===== src/sv/ivss_pkg.sv =====
// Shared types and constants for the int64 vector store with search.
// No dependencies; used by ivss_ctrl, ivss_dp and the top level.
`default_nettype none

package ivss_pkg;

    localparam int MODE_W       = 3;
    localparam int POS_W        = 10;
    localparam int DATA_W       = 64;
    localparam int STAT_W       = 2;
    localparam int IDX_W        = 10;
    localparam int FILL_W       = 11;
    localparam int CAPACITY_DEF = 1024;

    typedef enum logic [MODE_W-1:0] {
        MODE_PUSH   = 3'd0,
        MODE_POP    = 3'd1,
        MODE_GET    = 3'd2,
        MODE_SET    = 3'd3,
        MODE_CLEAR  = 3'd4,
        MODE_SEARCH = 3'd5
    } mode_t;

    typedef enum logic [STAT_W-1:0] {
        STAT_OK   = 2'd0,
        STAT_FULL = 2'd1,
        STAT_MISS = 2'd2
    } status_t;

    // what the output register is loaded with
    typedef enum logic [2:0] {
        RES_OK,
        RES_FULL,
        RES_MISS,
        RES_VALUE,
        RES_HIT
    } res_t;

    typedef enum logic [1:0] {
        ST_IDLE,
        ST_EXEC,
        ST_READ,
        ST_SEARCH
    } state_t;

    typedef struct packed {
        logic latch;
        logic do_push;
        logic do_pop;
        logic do_get;
        logic do_set;
        logic do_clear;
        logic srch_start;
        logic srch_step;
        logic out_load;
        res_t res;
    } cmd_t;

    typedef struct packed {
        mode_t mode;
        logic  full;
        logic  empty;
        logic  in_range;
        logic  hit;
        logic  exhausted;
        logic  out_free;
    } sts_t;

endpackage

`default_nettype wire


===== src/sv/ivss_ctrl.sv =====
// Controller state machine: sequences each item and loads the result.
// Depends on ivss_pkg.
`default_nettype none

module ivss_ctrl (
    input  wire logic          aclk,
    input  wire logic          aresetn,
    input  wire logic          s_valid,
    output logic               s_ready,
    input  wire ivss_pkg::sts_t sts,
    output ivss_pkg::cmd_t     cmd
);

    ivss_pkg::state_t state_reg;
    ivss_pkg::state_t state_next;

    always_ff @(posedge aclk) begin
        if (!aresetn) begin
            state_reg <= ivss_pkg::ST_IDLE;
        end else begin
            state_reg <= state_next;
        end
    end

    always_comb begin
        state_next = state_reg;
        cmd        = '0;
        cmd.res    = ivss_pkg::RES_OK;
        s_ready    = 1'b0;
        unique case (state_reg)
            ivss_pkg::ST_IDLE: begin
                s_ready = 1'b1;
                if (s_valid) begin
                    cmd.latch  = 1'b1;
                    state_next = ivss_pkg::ST_EXEC;
                end
            end
            ivss_pkg::ST_EXEC: begin
                unique case (sts.mode)
                    ivss_pkg::MODE_PUSH: begin
                        if (sts.out_free) begin
                            cmd.out_load = 1'b1;
                            if (sts.full) begin
                                cmd.res = ivss_pkg::RES_FULL;
                            end else begin
                                cmd.do_push = 1'b1;
                            end
                            state_next = ivss_pkg::ST_IDLE;
                        end
                    end
                    ivss_pkg::MODE_POP: begin
                        if (!sts.empty) begin
                            cmd.do_pop = 1'b1;
                            state_next = ivss_pkg::ST_READ;
                        end else if (sts.out_free) begin
                            cmd.out_load = 1'b1;
                            cmd.res      = ivss_pkg::RES_MISS;
                            state_next   = ivss_pkg::ST_IDLE;
                        end
                    end
                    ivss_pkg::MODE_GET: begin
                        if (sts.in_range) begin
                            cmd.do_get = 1'b1;
                            state_next = ivss_pkg::ST_READ;
                        end else if (sts.out_free) begin
                            cmd.out_load = 1'b1;
                            cmd.res      = ivss_pkg::RES_MISS;
                            state_next   = ivss_pkg::ST_IDLE;
                        end
                    end
                    ivss_pkg::MODE_SET: begin
                        if (sts.out_free) begin
                            cmd.out_load = 1'b1;
                            if (sts.in_range) begin
                                cmd.do_set = 1'b1;
                            end else begin
                                cmd.res = ivss_pkg::RES_MISS;
                            end
                            state_next = ivss_pkg::ST_IDLE;
                        end
                    end
                    ivss_pkg::MODE_CLEAR: begin
                        if (sts.out_free) begin
                            cmd.out_load = 1'b1;
                            cmd.do_clear = 1'b1;
                            state_next   = ivss_pkg::ST_IDLE;
                        end
                    end
                    ivss_pkg::MODE_SEARCH: begin
                        if (!sts.empty) begin
                            cmd.srch_start = 1'b1;
                            state_next     = ivss_pkg::ST_SEARCH;
                        end else if (sts.out_free) begin
                            cmd.out_load = 1'b1;
                            cmd.res      = ivss_pkg::RES_MISS;
                            state_next   = ivss_pkg::ST_IDLE;
                        end
                    end
                    default: begin
                        if (sts.out_free) begin
                            cmd.out_load = 1'b1;
                            state_next   = ivss_pkg::ST_IDLE;
                        end
                    end
                endcase
            end
            ivss_pkg::ST_READ: begin
                if (sts.out_free) begin
                    cmd.out_load = 1'b1;
                    cmd.res      = ivss_pkg::RES_VALUE;
                    state_next   = ivss_pkg::ST_IDLE;
                end
            end
            ivss_pkg::ST_SEARCH: begin
                priority if (sts.hit) begin
                    if (sts.out_free) begin
                        cmd.out_load = 1'b1;
                        cmd.res      = ivss_pkg::RES_HIT;
                        state_next   = ivss_pkg::ST_IDLE;
                    end
                end else if (sts.exhausted) begin
                    if (sts.out_free) begin
                        cmd.out_load = 1'b1;
                        cmd.res      = ivss_pkg::RES_MISS;
                        state_next   = ivss_pkg::ST_IDLE;
                    end
                end else begin
                    cmd.srch_step = 1'b1;
                end
            end
            default: begin
                state_next = ivss_pkg::ST_IDLE;
            end
        endcase
    end

endmodule

`default_nettype wire


===== config.mk =====
export PLATFORM = sky130hd
export DESIGN_NAME = ivss_ctrl
export DESIGN_NICKNAME = d
export VERILOG_FILES = /design/src/sv/ivss_pkg.sv /design/src/sv/ivss_ctrl.sv
export SDC_FILE = /design/constraint.sdc
export NUM_CORES = 1
export LEC_CHECK = 0
export BUFFER_PORTS_ARGS = -buffer_cell sky130_fd_sc_hd__buf_2
export CAP_MARGIN = 20
export CORE_AREA = 2 2 39 41
export CTS_CLUSTER_SIZE = 40
export DETAILED_ROUTE_END_ITERATION = 6
export DIE_AREA = 0 0 41 43
export PLACE_DENSITY_LB_ADDON = 0.08
export RECOVER_POWER = 100
export SYNTH_ARGS = -nofsm -noshare
export SYNTH_HDL_FRONTEND = slang
export SYNTH_SLANG_ARGS = --single-unit
export TNS_END_PERCENT = 100

===== constraint.sdc =====
create_clock -name aclk -period 1.15 [get_ports aclk]
set_input_delay 0.0575 -clock aclk [delete_from_list [all_inputs] [get_ports aclk]]
set_output_delay 0.0575 -clock aclk [all_outputs]
set_load 0.005 [all_outputs]

==> results of run 1 <==
[metal layers]
metal | wire, um | vias to the layer above | global-route usage
li1 | - | 251 | -
met1 | 490 | 225 | 0.163
met2 | 544 | 11 | 0.244
met3 | 56 | 0 | 0.0314
met4 | 0 | 0 | 0.0600
met5 | 0 | - | 0
[layout by cell type (no fill, tap or decap), types with 2 or more instances in the layout]
| master | instances |
|---|---|
| o21ai_0 | 4 |
| nand2_1 | 4 |
| nand4b_1 | 2 |
| clkbuf_4 | 3 |
| buf_2 | 24 |
| inv_1 | 2 |
| buf_4 | 10 |
| nor2_1 | 8 |
| a21oi_1 | 3 |
| o21a_1 | 2 |
[cells by family after synthesis]
family | count (synthesis) | synth area share
AND/OR/NAND/NOR | 29 | 0.528
flip-flops | 2 | 0.121
AO/OA/AOI/OAI | 13 | 0.268
buffers and inverters | 6 | 0.0830
[synth_stat cells (2+ instances only)]
cell and count:
clkbuf_1 2, nand4b_1 2, nor2b_1 2, o21a_1 2
nor3b_1 2, o21ai_0 4, dfxtp_1 2, nand2_1 4
inv_1 2, nor2_1 8, a21oi_1 3, nand2b_1 2
[worst max-delay path: stages (launching register included)]
cell,delay (ps)
dfxtp_2,330
or3b_4,380
a32oi_1,160
nor2_1,50
buf_2,120
[area by class of cell]
type	instances	area, um2	share of cell area
sequential	2	41.3	0.0682
clock buffer	3	22.5	0.0372
multi-input combinational	42	308	0.508
tap	16	20.0	0.0331
inverter	2	7.51	0.0124
timing repair buffer	35	206	0.341
[report_power, final]
group	leakage (nW)	switching (mW)	total [mW]	internal (mW)
registers	0.0167	0.00476	0.0809	0.0761
logic	0.259	0.0856	0.185	0.0999
clock network	0.0138	0.0383	0.153	0.115
[stage by stage]
stage,hold WS (ps),TNS [ps],cells,worst slack [ps]
finish,123,-631,100,-164
global route,122,-1560,100,-215
CTS,111,-978,100,-181
detailed placement,339,-40.2,94,-40.2
global placement,335,-28.9,94,-28.9
floorplan,146,0,50,0.921
[timing repair]
action,in CTS,in global routing
setup endpoints to repair,11,13
pin swaps,2,3
gates cloned,0,0
buffers inserted,3,0
resized for setup,7,4
[worst max-delay path by stage]
| stage | startpoint | to | slack [ps] | depth (start not counted) |
|---|---|---|---|---|
| final | state_reg[0]$_SDFFE_PN0P_ | cmd[3] | -160 | 4 |
| after global routing | state_reg[0]$_SDFFE_PN0P_ | cmd[3] | -210 | 4 |
| after CTS | state_reg[0]$_SDFFE_PN0P_ | cmd[3] | -180 | 4 |
| after detailed placement | state_reg[0]$_SDFFE_PN0P_ | cmd[3] | -40 | 4 |
| after global placement | state_reg[0]$_SDFFE_PN0P_ | cmd[3] | -30 | 4 |
| after floorplan | state_reg[0]$_SDFFE_PN0P_ | state_reg[1]$_SDFFE_PN0P_ | 0.9 | 4 |
==> impl_results.md, run 1 <==
- Finish-stage setup viols: 10
- Weighted congestion at the end of routability-driven global placement: between 0.7 and 0.8
- Cell count after synthesis: 50
- Category of the critical setup timing path: register to output pin
- Post-route clock period utilization: 1.14
- Max-slew violation total from the final report: 0
- Worst min path class: input port to register
- Synthesis-to-layout area growth: 82.6%
- CP startpoint kind: register
- Count of cells along the worst register-to-register path: 5
- Filler cell count: 153
- Number of clock sinks seen by CTS: 2
- Number of hold violations in the final report: 0
- Clock tree from TritonCTS: built
- CTS clock-pin slew for the worst setup and hold paths: roughly 30 ps
- Crit Reg-Reg Startpoint: state_reg[1]$_SDFFE_PN0P_
- Port Buffers: 24
- PD cells: ~700 nW/um2
- Post-synthesis average cell area: 6.63 um2
- Worst Path Arrival: ~1300 ps
- Std cell rows: 14
- Max reg flops: 2
- Post-synth top area cell: dfxtp_1
- Remaining number of nets flagged by the antenna check after routing: 0
- Antenna violations before repair: 0
- Outcome: finished with violations
- Clock H-tree levels: 1
- Final-stage net count: 98
- Violated checks: setup timing
- Number of buffers on the longest clock path: 2
- Combined global-route utilization of all metal layers: 0.144
- Final Critical Period: 1310 ps
- Starting utilization of the core area: 0.240
- Area of the core: approximately 1400 um2
- Hold path endpoint: state_reg[1]$_SDFFE_PN0P_
- Kind of end point of the critical path: output pin
- Fin area: 606 um2
- Leakage power summed over all cells: 0.290 nW
- DIE WIDTH: just over 40 um
- Wirelength, routed: around 1100 um
- Max Freq: roughly 0.76 GHz
- Overall power of the completed layout: ~0.42 mW
- Highest net fanout along the worst path: 4
- Maximum capacitance violations: 0
- Cells on Worst Hold Path: 2
- Vias per cell: 4.87
- Cell chosen for the clock root: clkbuf_4
- Share of the yosys chip area belonging to registers: 0.121
- Yosys reg bits: 2
- Worst IR drop on VDD: roughly 0.66 mV
- Capture point of the worst reg-to-reg path: state_reg[0]$_SDFFE_PN0P_
- Share of the core filled with cells in the final layout: 0.438
- Global route overflow: 0
- Vertical extent of the die: roughly 43 um
- Post-DP Area: between 500 and 600 um2
- Post-synthesis instance area: ~330 um2
- Portion of synthesized cell area occupied by the leading cell type: 0.121
- Worst rel slew slack: 0.843
- Data required, critical path: between 1000 and 1500 ps
- Violation count after the first detailed-route iteration: 1
- Setup repair after global routing missed its margin: true
- Total number of vias: about 490
- Half-perimeter wire length of the detailed placement result: roughly 820 um
- Synthesized netlist net count: 62
- Setup slack on the worst flop-to-flop path: -10 ps
- Startpoint of the worst hold path: aresetn
- Antenna cells: 0
- Number of design rule violations left after detail routing: 0
- Number of top-level pins: 25
- Global-route wire length before repair: between 1500 and 2000 um
- Post-CTS Hold Buffers: 0
- Average wire length per cell after detail routing: roughly 11 um
- Worst-Skew Late Latency: 220 ps
- Clock tree skew after final layout: roughly 7.5 ps
- Slack of the critical path: -164 ps
- Number of enable-type register cells in the synthesized netlist: 0
- Share of final-layout standard cells stronger than drive strength 1: 0.560
- Number of detailed-routing iterations run before antenna repair: 2
- CTS Buf Count: 3
- Primary FF master, synth: dfxtp_1
- Worst Tran Pin Value: around 230 ps
- Die ar.: 1760 um2
- Synth cell types: 27
- Largest cells by area after synthesis: dfxtp_1, nor2_1, o21ai_0
- Total of warnings raised by yosys: 0
- Via count of the first global-routing pass: roughly 450
- Pin count of the biggest net entering global routing: 10
- Share of synthesized flip-flops with an asynchronous set or reset: 0
No activity file was read; power rests on OpenSTA's default activity.
==> run 2: changes to the inputs <==
--- a/config.mk
+++ b/config.mk
@@ -15,2 +15,3 @@
 export RECOVER_POWER = 100
+export REMOVE_ABC_BUFFERS = 1
 export SYNTH_ARGS = -nofsm -noshare
--- a/constraint.sdc
+++ b/constraint.sdc
@@ -3,2 +3,2 @@
 set_output_delay 0.0575 -clock aclk [all_outputs]
-set_load 0.005 [all_outputs]
+set_load 0.05 [all_outputs]
==> run 2 against run 1 <==
  * The run still ends with setup timing left
  * First-iteration DRC count rose to 5.0 times the previous value
  * Cell area up 34%
  * Register-to-register slack better by 20 ps
  * Highest routed layer is now met4
  * Clock power up 5%
  * Sequential power down 2%
  * Critical endpoint unchanged
  * Die area unchanged
  * Final cell count up 5.0%
  * Via count up 7.2%
  * Combinational power up 77%
  * Global-route usage up 2.8 points
==> impl_results.md, run 2 (synthesized netlist as in run 1, its figures left out) <==
- Final Critical Period: 1380 ps (+63.9 ps)
- Slack of the critical path: -228 ps (-63.9 ps)
- Most frequent cells in the layout: buf_6, buf_4, buf_2
- Category of the critical setup timing path: register to output pin
- Number of buffers and inverters on the critical path: 1 (unchanged)
- Average wire length per cell after detail routing: 14.4 um (+32%)
- Global route overflow: 0 (unchanged)
- Share of final-layout standard cells stronger than drive strength 1: 0.719 (+0.160)
- Number of clock sinks seen by CTS: 2 (unchanged)
- Number of top-level pins: 25 (unchanged)
- Cell chosen for the clock root: clkbuf_4
- Clock H-tree levels: 1 (unchanged)
- Global-route wire length before repair: 1970 um (+13%)
- Cell breakdown of the critical path: or3b_4, a32oi_1, nor2_1, buf_6
- Clock tree from TritonCTS: built
- Vertical extent of the die: 43 um (unchanged)
- CTS Buf Count: 3 (unchanged)
- Die ar.: 1760 um2 (unchanged)
- Total number of vias: 522 (+7.2%)
- Max Freq: 0.726 GHz (-4.6%)
- Combined global-route utilization of all metal layers: 0.172 (+0.0277)
- Max reg flops: 2 (unchanged)
- Finish-stage setup viols: 12 (+2)
- Timing startpoint of the critical path: state_reg[0]$_SDFFE_PN0P_
- Worst Path Arrival: 1320 ps (+60 ps)
- Std cell rows: 14 (unchanged)
- Highest net fanout along the worst path: 4 (unchanged)
- DIE WIDTH: 41 um (unchanged)
- Kind of end point of the critical path: output pin
- Violation count after the first detailed-route iteration: 5 (+4)
- Worst Tran Pin Value: 262 ps (+29.2 ps)
- Biggest cell delay along the critical path: 380 ps (about the same)
- Startpoint of the worst hold path: aresetn
- Remaining number of nets flagged by the antenna check after routing: 0 (unchanged)
- Outcome: finished with violations
- Overall power of the completed layout: 0.566 mW (+35%)
- Category of cells accounting for the largest share of critical-path delay: simple AND/OR/NAND/NOR gates
- Wirelength, routed: 1510 um (+39%)
- Max-slew violation total from the final report: 0 (unchanged)
- Worst rel slew slack: 0.825 (-0.0181)
- Worst IR drop on VDD: 0.417 mV (-37%)
- Worst-Skew Late Latency: 230 ps (about the same)
- Vias per cell: 4.97 (+2.1%)
- Worst min path class: input port to register
- Clock tree skew after final layout: 3.41 ps (-4.12 ps)
- Weighted congestion at the end of routability-driven global placement: 0.741 (+0.97%)
- Crit Reg-Reg Startpoint: state_reg[1]$_SDFFE_PN0P_
- Number of design rule violations left after detail routing: 0 (unchanged)
- Share of the core filled with cells in the final layout: 0.587 (+0.149)
- Post-route clock period utilization: 1.20 (+0.0556)
- PD cells: 697 nW/um2 (+0.55%)
- Final-stage net count: 103 (+5.1%)
- Setup repair after global routing missed its margin: true
- Violated checks: setup timing
- Half-perimeter wire length of the detailed placement result: 908 um (+10%)
- Antenna violations before repair: 0 (unchanged)
- Number of buffers on the longest clock path: 2 (unchanged)
- Number of hold violations in the final report: 0 (unchanged)
- Maximum capacitance violations: 0 (unchanged)
- Area of the core: 1380 um2 (unchanged)
- Data required, critical path: 1090 ps (about the same)
- Synthesis-to-layout area growth: 145%
- Antenna cells: 0 (unchanged)
- Pin count of the biggest net entering global routing: 10 (unchanged)
- Starting utilization of the core area: 0.240 (unchanged)
- Cell with the largest stage delay on the worst path: or3b_4
- Leakage power summed over all cells: 0.350 nW (+21%)
- CP startpoint kind: register
- Number of detailed-routing iterations run before antenna repair: 4 (+2)
- Port Buffers: 24 (unchanged)
- Via count of the first global-routing pass: 490 (+8.4%)
- CTS clock-pin slew for the worst setup and hold paths: 30 ps (about the same)
## run 2: path summary, 6_finish.rpt
check | to | slack, ps | cells after the start
worst min register to register | state_reg[1]$_SDFFE_PN0P_ | 820 | 3
worst max-delay path | cmd[3] | -230 | 4
worst min-delay path | state_reg[0]$_SDFFE_PN0P_ | 100 | 3
worst max register to register | state_reg[0]$_SDFFE_PN0P_ | 10 | 5
## run 2: stage by stage
stage	cell area, um2	setup TNS [ps]	hold slack [ps]	std cells	setup slack, ps
final	812	-1420	95.8	105	-228
after global routing	812	-2190	99.2	105	-283
after CTS	727	-1840	86.5	103	-238
after detailed placement	519	-369	316	95	-133
after global placement	519	-323	316	95	-108
after floorplan	312	-7320	175	46	-1450
## run 2: timing repair
item	in CTS	in global routing
buffers inserted	5	4
endpoints found under the setup margin	14	15
hold buffers	0	0
gates resized for setup	44	21
pin swaps	10	8
## run 2: worst min-delay path: stages
cell and delay, ps:
buf_2 120, o21ai_2 60, o221ai_2 50
## run 2: area by class of cell
| class | count | area [um2] |
|---|---|---|
| Multi-Input combinational cell | 42 | 382 |
| Clock buffer | 3 | 22.5 |
| Timing Repair Buffer | 40 | 333 |
| Sequential cell | 2 | 45.0 |
| Inverter | 2 | 10.0 |
| Fill cell | 137 | 572 |
| Tap cell | 16 | 20.0 |
## run 2: metal layers
layer / GRT usage / vias to the layer above / routed length (um)
met1: 0.156 / 234 / 556
met4: 0.133 / 0 / 8
met3: 0.0471 / 2 / 101
met2: 0.294 / 25 / 845
li1: - / 261 / -
met5: 0 / - / 0
## run 2: report_power, final
| part | total [mW] | internal (mW) | switching (mW) |
|---|---|---|---|
| combinational | 0.327 | 0.146 | 0.181 |
| sequential | 0.0791 | 0.0745 | 0.00453 |
| clock | 0.160 | 0.116 | 0.0444 |
| total | 0.566 | 0.336 | 0.230 |
